$ cat src/nmea_rmc_pkg.sv
package nmea_rmc_pkg;

  localparam int FIELD_CHARS_DEF = 16;

  localparam int PREFIX_LEN = 6;

  localparam logic [7:0] CHAR_COMMA = 8'h2C;
  localparam logic [7:0] CHAR_FIX_OK = 8'h41;

  localparam logic [1:0] CODE_TIME = 2'd0;
  localparam logic [1:0] CODE_LAT = 2'd1;
  localparam logic [1:0] CODE_LON = 2'd2;

  localparam logic KIND_CHAR = 1'b0;
  localparam logic KIND_SUMMARY = 1'b1;

  localparam logic [2:0] FLD_TIME = 3'd1;
  localparam logic [2:0] FLD_STATUS = 3'd2;
  localparam logic [2:0] FLD_LAT = 3'd3;
  localparam logic [2:0] FLD_LAT_DIR = 3'd4;
  localparam logic [2:0] FLD_LON = 3'd5;
  localparam logic [2:0] FLD_LON_DIR = 3'd6;
  localparam logic [2:0] FLD_MAX = 3'd7;

  // "$GPRMC"
  function automatic logic [7:0] prefix_char(input logic [2:0] pos);
    logic [7:0] ch;
    case (pos)
      3'd0: ch = 8'h24;
      3'd1: ch = 8'h47;
      3'd2: ch = 8'h50;
      3'd3: ch = 8'h52;
      3'd4: ch = 8'h4D;
      3'd5: ch = 8'h43;
      default: ch = 8'h00;
    endcase
    return ch;
  endfunction

endpackage

$ cat src/nmea_rmc_field_parser_core.sv
// NMEA RMC sentence parser, one sentence character per input beat.
// Input channel: in_byte/in_last with in_valid/in_stall; in_last marks the
// final character of a sentence. Result channel: out_* fields with
// out_valid/out_stall. A character of the time, latitude or longitude field
// of a "$GPRMC" sentence gives a character beat, for up to FIELD_CHARS per
// field; the final character is followed by a summary beat. out_last marks
// the last beat caused by one input character.
// A result passes through the input register and then the result queue
// before it is offered; while the queue is too full, the character waits in
// the input register.
// Throughput: one character per cycle while the result queue has room. A final
// character that also gives a character beat gives two result beats; a
// 4-entry result queue absorbs this, and input is stalled while it has fewer
// than two free slots. A stalled output holds its beat; the queue keeps filling
// until the input side stalls.
// Reset (rst_n low, synchronous) empties the queue, clears the sentence
// state and the stored fix flag and direction letters.
module nmea_rmc_field_parser_core
  import nmea_rmc_pkg::*;
#(
  parameter int FIELD_CHARS = FIELD_CHARS_DEF
) (
  input  logic       clk,
  input  logic       rst_n,
  input  logic       in_valid,
  output logic       in_stall,
  input  logic [7:0] in_byte,
  input  logic       in_last,
  output logic       out_valid,
  input  logic       out_stall,
  output logic       out_kind,
  output logic [1:0] out_field_code,
  output logic [3:0] out_char_pos,
  output logic [7:0] out_char_value,
  output logic       out_is_rmc,
  output logic       out_fix_valid,
  output logic [7:0] out_lat_dir,
  output logic [7:0] out_lon_dir,
  output logic       out_field_overflow,
  output logic       out_last
);

  localparam int CW = $clog2(FIELD_CHARS + 1);
  localparam logic [CW-1:0] CC_MAX = CW'(FIELD_CHARS);

  typedef struct packed {
    logic       kind;
    logic [1:0] code;
    logic [3:0] pos;
    logic [7:0] val;
    logic       rmc;
    logic       fix;
    logic [7:0] lat;
    logic [7:0] lon;
    logic       ovf;
    logic       last;
  } res_t;

  // input register
  logic       in_vld_r;
  logic [7:0] byte_r;
  logic       last_r;

  // sentence state
  logic [2:0]    prefix_pos_r, prefix_pos_nxt;
  logic          prefix_ok_r, prefix_ok_nxt;
  logic [2:0]    field_index_r, field_index_nxt;
  logic [CW-1:0] char_count_r, char_count_nxt;
  logic          overflow_r, overflow_nxt;
  logic          fix_flag_r, fix_flag_nxt;
  logic [7:0]    lat_letter_r, lat_letter_nxt;
  logic [7:0]    lon_letter_r, lon_letter_nxt;

  // result queue
  res_t       q_r [4];
  logic [1:0] wr_ptr_r, rd_ptr_r;
  logic [2:0] cnt_r;

  logic       fire, pop;
  logic       emit_char;
  logic [1:0] char_code;
  logic [1:0] push_n;
  res_t       char_res, sum_res, res0, res1;
  logic       rmc;

  assign fire = in_vld_r && (cnt_r <= 3'd2);
  assign in_stall = in_vld_r && !fire;
  assign out_valid = (cnt_r != 3'd0);
  assign pop = out_valid && !out_stall;

  always_comb begin
    prefix_pos_nxt = prefix_pos_r;
    prefix_ok_nxt = prefix_ok_r;
    field_index_nxt = field_index_r;
    char_count_nxt = char_count_r;
    overflow_nxt = overflow_r;
    fix_flag_nxt = fix_flag_r;
    lat_letter_nxt = lat_letter_r;
    lon_letter_nxt = lon_letter_r;
    emit_char = 1'b0;
    char_code = CODE_TIME;

    if (prefix_pos_r < 3'(PREFIX_LEN)) begin
      if (byte_r != prefix_char(prefix_pos_r)) begin
        prefix_ok_nxt = 1'b0;
      end
      prefix_pos_nxt = prefix_pos_r + 3'd1;
    end

    if (byte_r == CHAR_COMMA) begin
      if (field_index_r < FLD_MAX) begin
        field_index_nxt = field_index_r + 3'd1;
      end
      char_count_nxt = '0;
      if (prefix_ok_nxt) begin
        if (field_index_nxt == FLD_STATUS) fix_flag_nxt = 1'b0;
        if (field_index_nxt == FLD_LAT_DIR) lat_letter_nxt = 8'h00;
        if (field_index_nxt == FLD_LON_DIR) lon_letter_nxt = 8'h00;
      end
    end else if (prefix_ok_nxt && field_index_r != 3'd0) begin
      if (field_index_r == FLD_TIME || field_index_r == FLD_LAT ||
          field_index_r == FLD_LON) begin
        char_code = (field_index_r == FLD_TIME) ? CODE_TIME :
                    (field_index_r == FLD_LAT) ? CODE_LAT : CODE_LON;
        if (char_count_r < CC_MAX) begin
          emit_char = 1'b1;
        end else begin
          overflow_nxt = 1'b1;
        end
      end else if (char_count_r == '0) begin
        if (field_index_r == FLD_STATUS) fix_flag_nxt = (byte_r == CHAR_FIX_OK);
        if (field_index_r == FLD_LAT_DIR) lat_letter_nxt = byte_r;
        if (field_index_r == FLD_LON_DIR) lon_letter_nxt = byte_r;
      end
      if (char_count_r < CC_MAX) begin
        char_count_nxt = char_count_r + CW'(1);
      end
    end

    rmc = prefix_ok_nxt && (prefix_pos_nxt >= 3'(PREFIX_LEN));

    char_res = '0;
    char_res.kind = KIND_CHAR;
    char_res.code = char_code;
    char_res.pos = 4'(char_count_r);
    char_res.val = byte_r;
    char_res.last = !last_r;

    sum_res = '0;
    sum_res.kind = KIND_SUMMARY;
    sum_res.rmc = rmc;
    sum_res.fix = rmc && fix_flag_nxt;
    sum_res.lat = lat_letter_nxt;
    sum_res.lon = lon_letter_nxt;
    sum_res.ovf = overflow_nxt;
    sum_res.last = 1'b1;

    res0 = emit_char ? char_res : sum_res;
    res1 = sum_res;
    push_n = 2'(emit_char) + 2'(last_r);

    if (last_r) begin
      prefix_pos_nxt = '0;
      prefix_ok_nxt = 1'b1;
      field_index_nxt = '0;
      char_count_nxt = '0;
      overflow_nxt = 1'b0;
    end
  end

  always_ff @(posedge clk) begin
    if (!rst_n) begin
      in_vld_r <= 1'b0;
      prefix_pos_r <= '0;
      prefix_ok_r <= 1'b1;
      field_index_r <= '0;
      char_count_r <= '0;
      overflow_r <= 1'b0;
      fix_flag_r <= 1'b0;
      lat_letter_r <= '0;
      lon_letter_r <= '0;
      wr_ptr_r <= '0;
      rd_ptr_r <= '0;
      cnt_r <= '0;
    end else begin
      if (in_valid && !in_stall) begin
        in_vld_r <= 1'b1;
      end else if (fire) begin
        in_vld_r <= 1'b0;
      end
      if (fire) begin
        prefix_pos_r <= prefix_pos_nxt;
        prefix_ok_r <= prefix_ok_nxt;
        field_index_r <= field_index_nxt;
        char_count_r <= char_count_nxt;
        overflow_r <= overflow_nxt;
        fix_flag_r <= fix_flag_nxt;
        lat_letter_r <= lat_letter_nxt;
        lon_letter_r <= lon_letter_nxt;
        wr_ptr_r <= wr_ptr_r + push_n;
      end
      if (pop) begin
        rd_ptr_r <= rd_ptr_r + 2'd1;
      end
      cnt_r <= cnt_r + (fire ? 3'(push_n) : 3'd0) - 3'(pop);
    end
  end

  always_ff @(posedge clk) begin
    if (in_valid && !in_stall) begin
      byte_r <= in_byte;
      last_r <= in_last;
    end
    if (fire && push_n != 2'd0) begin
      q_r[wr_ptr_r] <= res0;
    end
    if (fire && push_n == 2'd2) begin
      q_r[wr_ptr_r + 2'd1] <= res1;
    end
  end

  assign out_kind = q_r[rd_ptr_r].kind;
  assign out_field_code = q_r[rd_ptr_r].code;
  assign out_char_pos = q_r[rd_ptr_r].pos;
  assign out_char_value = q_r[rd_ptr_r].val;
  assign out_is_rmc = q_r[rd_ptr_r].rmc;
  assign out_fix_valid = q_r[rd_ptr_r].fix;
  assign out_lat_dir = q_r[rd_ptr_r].lat;
  assign out_lon_dir = q_r[rd_ptr_r].lon;
  assign out_field_overflow = q_r[rd_ptr_r].ovf;
  assign out_last = q_r[rd_ptr_r].last;

endmodule

$ cat config.mk
export PLATFORM = sky130hd
export DESIGN_NAME = nmea_rmc_field_parser_core
export DESIGN_NICKNAME = d
export VERILOG_FILES = /design/src/nmea_rmc_pkg.sv /design/src/nmea_rmc_field_parser_core.sv
export SDC_FILE = /design/constraint.sdc
export NUM_CORES = 1
export LEC_CHECK = 0
export ABC_AREA = 1
export BUFFER_PORTS_ARGS = -buffer_cell sky130_fd_sc_hd__buf_2
export CAP_MARGIN = 10
export CORE_MARGIN = 5
export CORE_UTILIZATION = 29
export DETAILED_ROUTE_END_ITERATION = 8
export HOLD_SLACK_MARGIN = 0.03
export PLACE_DENSITY = 0.46
export RECOVER_POWER = 100
export SLEW_MARGIN = 20
export SYNTH_ARGS = -nofsm -noshare
export SYNTH_HDL_FRONTEND = slang
export SYNTH_SLANG_ARGS = --single-unit
$ cat constraint.sdc
create_clock -name clk -period 4.05 [get_ports clk]
set_input_delay 0.405 -clock clk [delete_from_list [all_inputs] [get_ports clk]]
set_output_delay 0.405 -clock clk [all_outputs]
set_load 0.03 [all_outputs]
==> results, run 1 <==
- Together, buffers and inverters on the worst path number 5.
- Between clock sinks in the finished design, the worst skew comes to 0.01353 ns.
- STA classifies the critical path startpoint as a flip-flop.
- The number of global-route vias before repair is 7229.
- The H-tree depth is 4.
- The final count of hold timing violations is 0.
- The endpoint kind of the worst setup timing path is a flip-flop.
- The wire length of the first global-routing pass is 41270 um.
- The depth of the worst register-to-register path is 24.
- Leaving out fill and tap cells, the most frequent cell in the layout is nand2_1.
- Setup repair after global routing left no endpoint under its margin.
- The total global routing track utilization is 0.1561.
- The number of antenna diodes is 0.
- The fraction of the mapped netlist area in simple logic gates is 0.2673.
- In the global route stage, met2 resource usage came out at 0.2500.
- The number of distinct library cells after synthesis is 32.
- VDD sags by at most 0.2964 mV.
- The critical setup path kind is reg2reg.
- The max-cap check violation count is 0.
- The count of hold-fix buffers inserted at cts is 0.
- Dividing the detail-routed wire length by the instance count gives 16.82 um.
- The net count after synthesis is 1153.
- For this run, global-route usage on met1 was measured as 0.2176.
- The filler cells instantiated in the layout total 3237.
- In this run the standard cell core region covers 30430 um2.
- In this run the register-to-register setup slack is 0.41 ns.
- The floorplan die area is 34290 um2.
- The combined area of the multi-input logic cells is 3646 um2.
- The instance area at placement is 9608 um2.
- The worst setup margin is 0.4064 ns.
- At the worst endpoint, the required time is 4.37 ns.
- The launch instance of the worst register-to-register path is prefix_pos_r[0].
- The count of placed standard cells in the final layout, fillers left out is 1570.
- The max-slew violation count was 0.
- For this run, global-route usage on met3 was measured as 0.02435.
- The signed area change from the synthesized netlist to the final layout is 13.37%.
- The die is 185.2 um tall.
- The placed instance count is 1538.
- The number of warnings reported in the yosys synthesis log is 0.
- The fraction of the mapped netlist area in compound gates is 0.1083.
- The starting density of the core is 0.2924.
- In this design, the critical path's most frequently occurring cell is nand2_1.
- The reg-to-reg critical path endpoint is cnt_r[2].
- After detailed routing, the number of vias per cell comes to 4.758.
- The total wire length is 26410 um.
- Detailed routing inserted a total of 7470 vias.
- The routability congestion estimate is 0.8575.
- The leakage power of the design is 4.135 nW.
- For the worst-skew pair, the clock arrives at the later sink with an insertion delay of 0.44 ns.
- The number of buffer cells added on primary ports is 49.
- The worst slew margin relative to its limit is 0.1392.
- OpenSTA, run right after detailed placement, puts the worst setup slack at 0.4063 ns.
- The first-iteration detailed-routing DRC count is 466.
- The number of gates resized after cts is 0.
- Detailed placement ended at an HPWL of 17290 um.
- Counting every instance in the synthesized netlist gives 1119.
- The adder-cell area share of the yosys netlist is 0.03037.
- The layer flagged by global routing as most heavily used is met2.
- TritonCTS built the clock tree.
- The share of synthesized area spent on multiplexers is 0.
- Counting instances, the worst hold path has a depth of 1.
- The number of synthesized register bits is 189.
- The pre-antenna-repair detailed-routing pass consisted of 6 iterations.
- The number of antenna violations at the first check in global routing is 0.
- The critical path goes through inv_1 > ha_1 > nand2_1 > nand2_1 > nand2_1 > nand2_1 > nor2_1 > nand2_1 > nor2_1 > nand2_1 > nand2_2 > nand3_2 > nor3_4 > inv_1 > ha_1 > nand2_1 > ha_1 > inv_1 > ha_1 > inv_1 > fa_1 > xor2_1 > inv_1 > nor2_1.
- In this run the worst path has a maximum fanout of 5.
- Of the synthesized area, sequential elements account for 0.5208.
- The die width is 185.2 um.
- The kind of cell with the highest combined delay along the critical path is adder cells.
- The hold path startpoint is in_last.
- After floorplanning, the core was divided into 64 placement rows.
- Timing would allow up to 274.5 MHz.
- The top cell types in the final layout, fill and taps aside, are nand2_1 (258), nor2_1 (179), o21ai_0 (115).
- The flow ran to the end, and the final reports show no timing, DRC or antenna violations.
- The pin count of the biggest net entering global routing is 70.
- The clock period minus worst slack is 3.644 ns.
- In this design, the stage delay of the slowest critical-path cell is 0.39 ns.
- In this run the remaining antenna-violating nets after routing total 0.
- The total area of sequential cells is 4636 um2.
- The cell sitting at the root of the clock tree is a clkbuf_16.
- The worst min-delay path endpoint is last_r.
- The ratio of total power to cell area is 498.4 nW/um2.
- The maximum buffer depth of the clock tree is 2.
- Setup violations remaining at the end of the flow were counted as 0.
- The clock-pin slew of the registers on the worst-case setup and hold paths is 0.08 ns.
- Once layout is done, the placed cells without fillers occupy 10090 um2.
- The final period utilization is 0.8997.
- The data arrival time at the worst-slack endpoint is 3.97 ns.
- The setup TNS after final layout is 0 ns.
- The synthesized-area fraction occupied by xor and xnor cells is 0.003937.
- The fraction of layout cells with a size suffix above 1 is 0.07325.
- In this run the worst hold path is classified as in2reg.
- During I/O placement, the number of pins put on the boundary was 50.
- The CTS sink count is 189.
- The total number of nets in the final design is 1195.
- Once the clock tree was built, the setup fixing pass inserted 0 buffers.
- The combinational family with the most area after synthesis is simple AND/OR/NAND/NOR gates.
- The number of buffers created by CTS is 17.
- The mapped netlist covers 8899 um2.
- The post-detailed-route DRC marker count is 0.
- For the pin with the worst max-slew slack, the measured transition is 1.290 ns.
- The average cell area after synthesis is 7.952 um2.
- The cell at the slowest stage of the critical path is dfxtp_1.
- For this run the aggregate overflow at the end of global routing stands at 0.
-- metrics by stage --
step | hold slack, ns | util | power, mW
finish | 0.1395 | 0.3315 | 5.028
detailed placement | 0.4338 | 0.3157 | 3.494
floorplan | 0.4209 | - | 3.055
global route | 0.1244 | 0.3315 | 5.283
CTS | 0.1259 | 0.3342 | 5.123
global placement | 0.4315 | 0.3157 | 3.503
-- worst reg2reg max path: cells and delay by family, from the launching register on --
| kind | cells | cell delay, ns |
|---|---|---|
| adders and majority gates | 5 | 1.36 |
| and+or+nand+nor | 13 | 1.32 |
| DFF | 1 | 0.39 |
| buffers and inverters | 5 | 0.34 |
| xor gates and xnor gates | 1 | 0.17 |
-- flip-flops by register name (all words and copies together) (netlist names), named ones only --
name and count:
rd_ptr_r 2, cnt_r 3, in_vld_r 1, last_r 1
overflow_r 1, prefix_pos_r 3, q_r 140, field_index_r 3
lon_letter_r 8, lat_letter_r 8, byte_r 8, char_count_r 5
wr_ptr_r 2, prefix_ok_r 1, fix_flag_r 1
-- metal layers --
layer / vias to the layer above / part of all wire
met5: - / 0
li1: 3781 / -
met1: 3529 / 0.49
met3: 31 / 0.032
met4: 0 / 0.018
met2: 129 / 0.46
-- how the worst max path moves through the flow --
stage	slack, ns	end	startpoint	cells past startpoint
finish	0.41	cnt_r[2]	prefix_pos_r[0]	24
global route	0.03	q_r[0][18]	prefix_pos_r[0]	23
CTS	0.38	q_r[3][14]	prefix_pos_r[0]	22
detailed placement	0.41	q_r[3][7]	prefix_pos_r[0]	22
global placement	0.44	cnt_r[2]	prefix_pos_r[0]	24
floorplan	0.29	q_r[0][13]	prefix_pos_r[0]	24
-- Yosys cell counts (all sizes together) --
library cell	n	share of area
nand2	264	0.11
nor2	180	0.076
o21ai	116	0.065
dfxtp	104	0.23
inv	99	0.042
nand3	99	0.056
edfxtp	85	0.29
clkbuf	36	0.015
o22ai	34	0.024
a21oi	26	0.016
ha	20	0.028
buf	16	0.011
nor3	16	0.012
nand4	10	0.0070
clkinv	3	0.0013
nor3b	2	0.0017
xnor2	2	0.0020
xor2	2	0.0020
a211oi	1	0.00084
a221oi	1	0.00098
fa	1	0.0022
nor4	1	0.00070
o22a	1	0.00098
-- cell families after synthesis --
| kind of cell | after synthesis |
|---|---|
| DFF | 189 |
| AOI/OAI and AO/OA | 179 |
| adders and majority gates | 21 |
| xor gates and xnor gates | 4 |
| and+or+nand+nor | 572 |
| buffers and inverters | 154 |
-- where the power goes --
group	internal, mW	leakage, nW	switching, mW
clock	0.873	0.279	0.757
combinational	0.311	2.26	0.965
sequential	2.06	1.60	0.0609
total	3.24	4.14	1.78
-- final cells by class --
type	instances	share of cell area
Timing Repair Buffer	75	0.03646
Multi-Input combinational cell	776	0.3614
Tap cell	396	0.04911
Sequential cell	189	0.4595
Clock buffer	20	0.04440
Inverter	102	0.03795
Clock inverter	12	0.01116
No activity file was read; power rests on OpenSTA's default activity.
==> run 2, diff against run 1 <==
--- a/config.mk
+++ b/config.mk
@@ -8,11 +8,13 @@
 export ABC_AREA = 1
 export BUFFER_PORTS_ARGS = -buffer_cell sky130_fd_sc_hd__buf_2
 export CAP_MARGIN = 10
+export CELL_PAD_IN_SITES_DETAIL_PLACEMENT = 0
+export CELL_PAD_IN_SITES_GLOBAL_PLACEMENT = 2
 export CORE_MARGIN = 5
 export CORE_UTILIZATION = 29
 export DETAILED_ROUTE_END_ITERATION = 8
 export HOLD_SLACK_MARGIN = 0.03
-export PLACE_DENSITY = 0.46
+export PLACE_DENSITY = 0.67
 export RECOVER_POWER = 100
 export SLEW_MARGIN = 20
 export SYNTH_ARGS = -nofsm -noshare
==> run 2 against run 1 <==
Register-to-register slack gained 0.03 ns; fmax shrank 0.63%; design area increased by 0.55%; clock power grew 12%; clock skew hardly changed; non-clock buffer count fell by 2; sequential power grew 2%; combinational power about the same; highest routed layer unchanged; hold slack got worse by 0.0024 ns; power is 4.4% higher; first-iteration DRC count grew 12%; critical path type is now reg2out; global-route usage rose by 1.3 points.
==> results, run 2 (synthesis gave the netlist of run 1 again) <==
- The largest clock skew in the final design is 0.01374 ns (+0.0002138 ns).
- The wire length of the first global-routing pass is 44370 um (+7.5%).
- The minimum setup slack among reg-to-reg paths is 0.44 ns (+0.03 ns).
- The final count of hold timing violations is 0 (unchanged).
- The final-layout fill cell count is 3277 (+1.2%).
- The number of gates resized after cts came to 0 (unchanged).
- The number of antenna diodes was 0 (unchanged).
- The average wire per cell in the routed design is 17.96 um (+6.8%).
- The number of top-level design ports was 50 (unchanged).
- The post-detailed-route DRC marker count is 0 (unchanged).
- The instance area at placement was 9595 um2 (-0.13%).
- The number of antenna violations at the first check in global routing is 0 (unchanged).
- The number of buffer cells added on primary ports was 49 (unchanged).
- The final period utilization came to 0.9054 (+0.005742).
- The worst setup margin came to 0.3831 ns (-0.02325 ns).
- The total via count in the routed design came to 7452 (-0.24%).
- The total wire length is 28160 um (+6.6%).
- The max-cap check violation count is 0 (unchanged).
- The number of buffers created by CTS is 17 (unchanged).
- The total number of nets in the final design was 1193 (-0.17%).
- The routability congestion estimate came to 0.8357 (-2.5%).
- The peak clock frequency supported by timing is 272.7 MHz (-0.63%).
- The slew at the pin closest to its max-slew limit is 1.138 ns (-0.1522 ns).
- The H-tree depth is 4 (unchanged).
- The flow ran to the end, and the final reports show no timing, DRC or antenna violations.
- The worst vdd rail ir drop was 0.2929 mV (-1.2%).
- The relative contribution of combinational cells to total power is 0.240 (-0.014).
- The global-route congestion overflow total is 0 (unchanged).
- The area of the core region is 30430 um2 (unchanged).
- The number of endpoints failing setup at the final stage came to 0 (unchanged).
- The die width was 185.2 um (unchanged).
- The clock tree from TritonCTS is done.
- Among the stages of the critical path, the cell type that occurs most often is clkbuf_2.
- The min-delay analysis places its worst path in the category in2reg.
- The clock latency on the worst-skew pair is 0.44 ns (about the same).
- The setup TNS after final layout is 0 ns (unchanged).
- The post-CTS setup-driven buffer insertion count is 0 (unchanged).
- The count of hold-fix buffers inserted at cts was 0 (unchanged).
- The endpoint kind of the worst setup timing path is an output port.
- The worst-case setup slack after placement is 0.4740 ns (+0.06779 ns).
- The cell at the slowest stage of the critical path is dfxtp_1.
- The fraction of power consumed by the clock network is 0.349 (+0.025).
- The number of global-route vias before repair is 7446 (+3.0%).
- The pin count of the biggest net entering global routing is 57 (-19%).
- The total global routing track utilization is 0.1688 (+0.01274).
- The largest register by flop count is q_r.
- The maximum fanout count along the critical path is 40 (+35).
- The worst path buffer plus inverter count came to 2 (-3).
- The overall die height is 185.2 um (unchanged).
- The maximum buffer depth of the clock tree is 2 (unchanged).
- The critical setup path kind is reg2out.
- The element type at the critical path start is a flip-flop.
- The ratio of total power to cell area was 517.6 nW/um2 (+3.9%).
- The clock period minus worst slack is 3.667 ns (+0.02325 ns).
- The leakage power of the design is 4.176 nW (+0.97%).
- The switching power summed over all nets came to 1.810 mW (+1.5%).
- The library cells used most frequently in the layout, excluding fill and tap cells, are nand2_1 (259), nor2_1 (178), o21ai_0 (115).
- Clock tree synthesis selected as its root buffer the cell clkbuf_16.
- The stage delay of the slowest cell on the critical path came to 1.07 ns (+0.68 ns).
- The signed area change from the synthesized netlist to the final layout is 13.99%.
- The floorplan die area is 34290 um2 (unchanged).
- The starting density of the core is 0.2924 (unchanged).
- The average vias per placed instance is 4.753 (-0.11%).
- The required time of the critical path was 3.64 ns (-0.73 ns).
- Setup repair after global routing left no endpoint under its margin.
- The post-layout total power is 5.250 mW (+4.4%).
- The count of placed standard cells in the final layout, fillers left out is 1568 (-0.13%).
- The internal power was 3.440 mW (+6.0%).
- The flip-flop count of the largest register after layout came to 140 (unchanged).
- The CTS sink count is 189 (unchanged).
- The number of core rows is 64 (unchanged).
- The max-slew violation count is 0 (unchanged).
- The switching fraction of total power was 0.3448 (-0.009875).
- The part of the power in registers was 0.411 (-0.011).
- The share of the core filled with cells is 0.3333 (+0.001809).
- The critical path goes through clkbuf_2 > o21ai_0 > o22ai_1 > clkbuf_2.
- The clock-pin slew of the registers on the worst-case setup and hold paths came to 0.07 ns (about the same).
- The worst slew margin relative to its limit came to 0.2406 (+0.1013).
- The HPWL reported at the end of detailed placement is 18420 um (+6.5%).
- The fraction of layout cells with a size suffix above 1 is 0.07253 (-0.0007282).
- The number of nets still failing antenna checks after routing is 0 (unchanged).
- The kind of cell adding the most delay to the critical path is buffers and inverters.
- The placed instance count is 1536 (-0.13%).
- The area of all placed cells without fillers came to 10140 um2 (+0.55%).
- The tightest hold margin was 0.1371 ns (-0.002432 ns).
- The first-iteration detailed-routing DRC count came to 523 (+12%).
- The most common library cell in the layout ignoring fill and taps is nand2_1.
- The data arrival time at the worst-slack endpoint is 3.26 ns (-0.71 ns).
- The iteration count of the initial detailed-routing pass is 4 (-2).
[run 2: cell count changes in the layout (fill, tap and decap cells not counted), sizes merged]
cell and change:
bufinv +3, buf -2, inv -2, clkbuf -1
clkinv +1, clkinvlp -1
[run 2: metal layers]
| metal | vias to the layer above | wire length, um | GRT usage |
|---|---|---|---|
| met2 | 96 | 12720 | 0.2723 |
| met3 | 17 | 922 | 0.02514 |
| met1 | 3564 | 14230 | 0.2413 |
| li1 | 3775 | - | - |
| met4 | 0 | 278 | 0.03699 |
| met5 | - | 0 | 0 |
[run 2: final timing paths]
check	cells after the start	from	to
min reg2reg	2	q_r[2][33]	q_r[2][33]
max reg2reg	24	prefix_pos_r[0]	cnt_r[2]
max	4	flip-flop	out_last
min	1	in_byte[1]	byte_r[1]
[run 2: worst reg2reg max path, cell delays in order (launching register included)]
cell	delay, ns
dfxtp_1	0.39
inv_1	0.10
ha_1	0.27
nand2_1	0.13
nand2_1	0.09
nand2_1	0.06
nand2_1	0.05
nor2_1	0.09
nand2_1	0.06
nor2_1	0.09
nand2_1	0.05
nand2_1	0.14
nand3_2	0.17
nor3_4	0.21
inv_1	0.07
ha_1	0.31
nand2_1	0.09
ha_1	0.30
inv_1	0.05
ha_1	0.13
inv_1	0.04
fa_1	0.37
xor2_1	0.17
inv_1	0.06
nor2_1	0.03
[run 2: power groups by stage]
| stage | registers, mW | clock network, mW | logic (mW) |
|---|---|---|---|
| 2_1_floorplan | 2.14 | 0 | 0.913 |
| 3_3_place_gp | 2.21 | 0 | 1.32 |
| 3_5_place_dp | 2.20 | 0 | 1.32 |
| 4_1_cts | 2.16 | 1.88 | 1.32 |
| 5_1_grt | 2.17 | 1.96 | 1.40 |
| 6_report | 2.16 | 1.83 | 1.26 |
[run 2: final cells by class]
cell class	instances	area (um2)	share of cell area
Clock buffer	19	452.9	0.04465
Tap cell	396	495.5	0.04885
Inverter	102	382.9	0.03775
Sequential cell	189	4634	0.4569
Timing Repair Buffer	73	360.3	0.03552
Clock inverter	13	185.2	0.01826
Multi-Input combinational cell	776	3632	0.3581
==> run 3, diff against run 2 <==
--- a/config.mk
+++ b/config.mk
@@ -10,6 +10,7 @@
 export CAP_MARGIN = 10
 export CELL_PAD_IN_SITES_DETAIL_PLACEMENT = 0
 export CELL_PAD_IN_SITES_GLOBAL_PLACEMENT = 2
+export CORE_ASPECT_RATIO = 0.9
 export CORE_MARGIN = 5
 export CORE_UTILIZATION = 29
 export DETAILED_ROUTE_END_ITERATION = 8
==> run 3 against run 2 <==
Largest cell class unchanged; global-route usage fell by 0.63 points; the flow now finishes with violations (capacitance limit, slew limit); design area up 0.15%; count of clock-buffer cells in the layout increased by 4; first-iteration DRC count increased by 12%; clock skew decreased by 0.0021 ns; fmax about the same.
==> results, run 3 (synthesis gave the netlist of run 1 again) <==
- The clock-pin slew of the registers on the worst-case setup and hold paths is 0.07 ns (about the same).
- The pin count of the biggest net entering global routing was 70 (+23%).
- The routability congestion estimate was 0.8060 (-3.6%).
- In the layout the commonest cells are nand2_1 (259), nor2_1 (178), o21ai_0 (115).
- The count of hold-fix buffers inserted at cts is 0 (unchanged).
- The run finished, with violations left.
- The part of the power in registers came to 0.403 (-0.008).
- The clock latency on the worst-skew pair is 0.44 ns (about the same).
- The relative contribution of combinational cells to total power is 0.245 (+0.005).
- The required time of the critical path came to 4.37 ns (+0.73 ns).
- The CTS sink count came to 189 (unchanged).
- The die width is 194.6 um (+5.1%).
- The number of gates resized after cts is 0 (unchanged).
- The total wire length was 27880 um (-0.99%).
- The switching power summed over all nets is 1.839 mW (+1.6%).
- STA classifies the critical path startpoint as a flip-flop.
- The checks that failed: capacitance limit, slew limit.
- The setup path with the least slack is of type reg2reg.
- The leakage power of the design is 4.160 nW (-0.38%).
- The max-cap check violation count is 1 (+1).
- The total number of nets in the final design is 1191 (-0.17%).
- The final period utilization is 0.9050 (about the same).
- The first-iteration detailed-routing DRC count is 584 (+12%).
- The total via count in the routed design was 7388 (-0.86%).
- The slew at the pin closest to its max-slew limit is 1.590 ns (+0.4525 ns).
- The HPWL reported at the end of detailed placement was 17840 um (-3.2%).
- The number of buffer cells added on primary ports came to 49 (unchanged).
- The global-route congestion overflow total came to 0 (unchanged).
- The data arrival time at the worst-slack endpoint was 3.99 ns (+0.73 ns).
- The post-detailed-route DRC marker count came to 0 (unchanged).
- The max-slew violation count was 70 (+70).
- The clock period minus worst slack is 3.665 ns (-0.001752 ns).
- The critical path goes through inv_1 > ha_1 > nand2_1 > nand2_1 > nand2_1 > nand2_1 > nor2_1 > nand2_1 > nor2_1 > nand2_1 > nand2_1 > nand3_2 > nor3_4 > inv_1 > ha_1 > nand2_1 > ha_1 > inv_1 > ha_1 > inv_1 > fa_1 > xor2_1 > inv_1 > nor2_1.
- The fraction of layout cells with a size suffix above 1 was 0.07094 (-0.001585).
- The overall die height is 176.2 um (-4.9%).
- The post-CTS setup-driven buffer insertion count came to 0 (unchanged).
- The path type of the worst min-delay path is in2reg.
- The fraction of power consumed by the clock network is 0.351 (+0.002).
- The setup TNS after final layout came to 0 ns (unchanged).
- The total global routing track utilization was 0.1625 (-0.006344).
- The area of the core region came to 30100 um2 (-1.1%).
- The internal power is 3.433 mW (-0.21%).
- The flip-flop count of the largest register after layout is 140 (unchanged).
- The worst slew margin relative to its limit was -0.06003 (-0.3006).
- The final count of hold timing violations is 0 (unchanged).
- The most common library cell in the layout ignoring fill and taps is nand2_1.
- Setup repair after global routing left no endpoint under its margin.
- The area of all placed cells without fillers is 10160 um2 (+0.15%).
- The clock tree from TritonCTS is done.
- The iteration count of the initial detailed-routing pass is 5 (+1).
- The worst vdd rail ir drop is 0.2921 mV (-0.26%).
- The average wire per cell in the routed design is 17.72 um (-1.3%).
- The post-layout total power is 5.272 mW (+0.41%).
- The switching fraction of total power is 0.3488 (+0.004009).
- The wire length of the first global-routing pass is 43440 um (-2.1%).
- The H-tree depth came to 4 (unchanged).
- Compared with the post-synthesis result, the final layout area differs by 14.16%.
- The number of buffers created by CTS is 17 (unchanged).
- The ratio of total power to cell area came to 518.9 nW/um2 (+0.26%).
- Counting flops per register, the top entry is q_r.
- The number of global-route vias before repair came to 7107 (-4.6%).
- The number of nets still failing antenna checks after routing is 0 (unchanged).
- The tree is rooted in a clkbuf_16.
- The maximum buffer depth of the clock tree is 2 (unchanged).
- The number of core rows is 60 (-6.3%).
- The largest clock skew in the final design is 0.01161 ns (-0.002130 ns).
- The instance area at placement is 9602 um2 (about the same).
- The number of antenna diodes is 0 (unchanged).
- The stage delay of the slowest cell on the critical path is 0.39 ns (-0.68 ns).
- The endpoint kind of the worst setup timing path is a flip-flop.
- The average vias per placed instance is 4.697 (-1.2%).
- The number of antenna violations at the first check in global routing is 0 (unchanged).
- The starting density of the core was 0.2956 (+0.003160).
- The peak clock frequency supported by timing was 272.8 MHz (about the same).
- The number of top-level design ports came to 50 (unchanged).
- The largest individual stage delay along the critical path comes from the cell dfxtp_1.
- The number of endpoints failing setup at the final stage is 0 (unchanged).
- The floorplan die area is 34290 um2 (about the same).
- The maximum fanout count along the critical path was 5 (-88%).
- The cell seen most often among critical-path stages is nand2_1.
-- run 3: changes by cell type in the layout (fill, tap and decap cells not counted), sizes merged --
cell | before | now
bufinv | 4 | 3
buf | 30 | 26
clkbuf | 62 | 68
inv | 102 | 103
clkinv | 9 | 5
-- run 3: per-stage QoR --
| step | hold WS, ns | worst slack [ns] | std cells | util |
|---|---|---|---|---|
| global route | 0.1245 | 0.08297 | 1573 | 0.3374 |
| CTS | 0.1214 | 0.4333 | 1573 | 0.3402 |
| detailed placement | 0.4342 | 0.4472 | 1541 | 0.3190 |
| floorplan | 0.4209 | 0.2860 | 1119 | - |
| global placement | 0.4315 | 0.4978 | 1541 | 0.3190 |
| finish | 0.1452 | 0.3849 | 1573 | 0.3374 |
-- run 3: area by class of cell --
cell class / count / area [um2]
Fill cell: 3245 / 19950
Timing Repair Buffer: 71 / 355.3
Sequential cell: 189 / 4636
Clock inverter: 9 / 150.1
Inverter: 102 / 382.9
Tap cell: 403 / 504.2
Clock buffer: 23 / 489.2
Multi-Input combinational cell: 776 / 3641
-- run 3: layer usage --
layer,vias up,share of wire,global-route usage
met5,-,0,0
met4,0,0.013,0.03954
met3,19,0.039,0.02404
met2,146,0.44,0.2467
met1,3457,0.51,0.2436
li1,3766,-,-
-- run 3: path summary, 6_finish.rpt --
check                                     start          to  slack, ns  depth (start not counted)
worst min register to register       q_r[2][23]  q_r[2][23]       0.45                          2
worst min-delay path                 in_byte[5]   byte_r[5]       0.15                          1
worst max-delay path            prefix_pos_r[0]    cnt_r[2]       0.38                         24
worst max register to register  prefix_pos_r[0]    cnt_r[2]       0.38                         24
-- run 3: critical path, delay by kind of cell, from the launching register on --
family                     cells  cell delay, ns
xor gates and xnor gates       1            0.17
adders and majority gates      5            1.38
and+or+nand+nor               13            1.28
buffers and inverters          5            0.33
DFF                            1            0.39
-- run 3: power groups by stage --
stage               registers (mW)  logic (mW)  clock network, mW
finish                        2.13        1.29               1.85
global placement              2.17        1.36                  0
CTS                           2.13        1.35               1.91
floorplan                     2.14       0.913                  0
detailed placement            2.17        1.35                  0
global route                  2.14        1.43               1.97
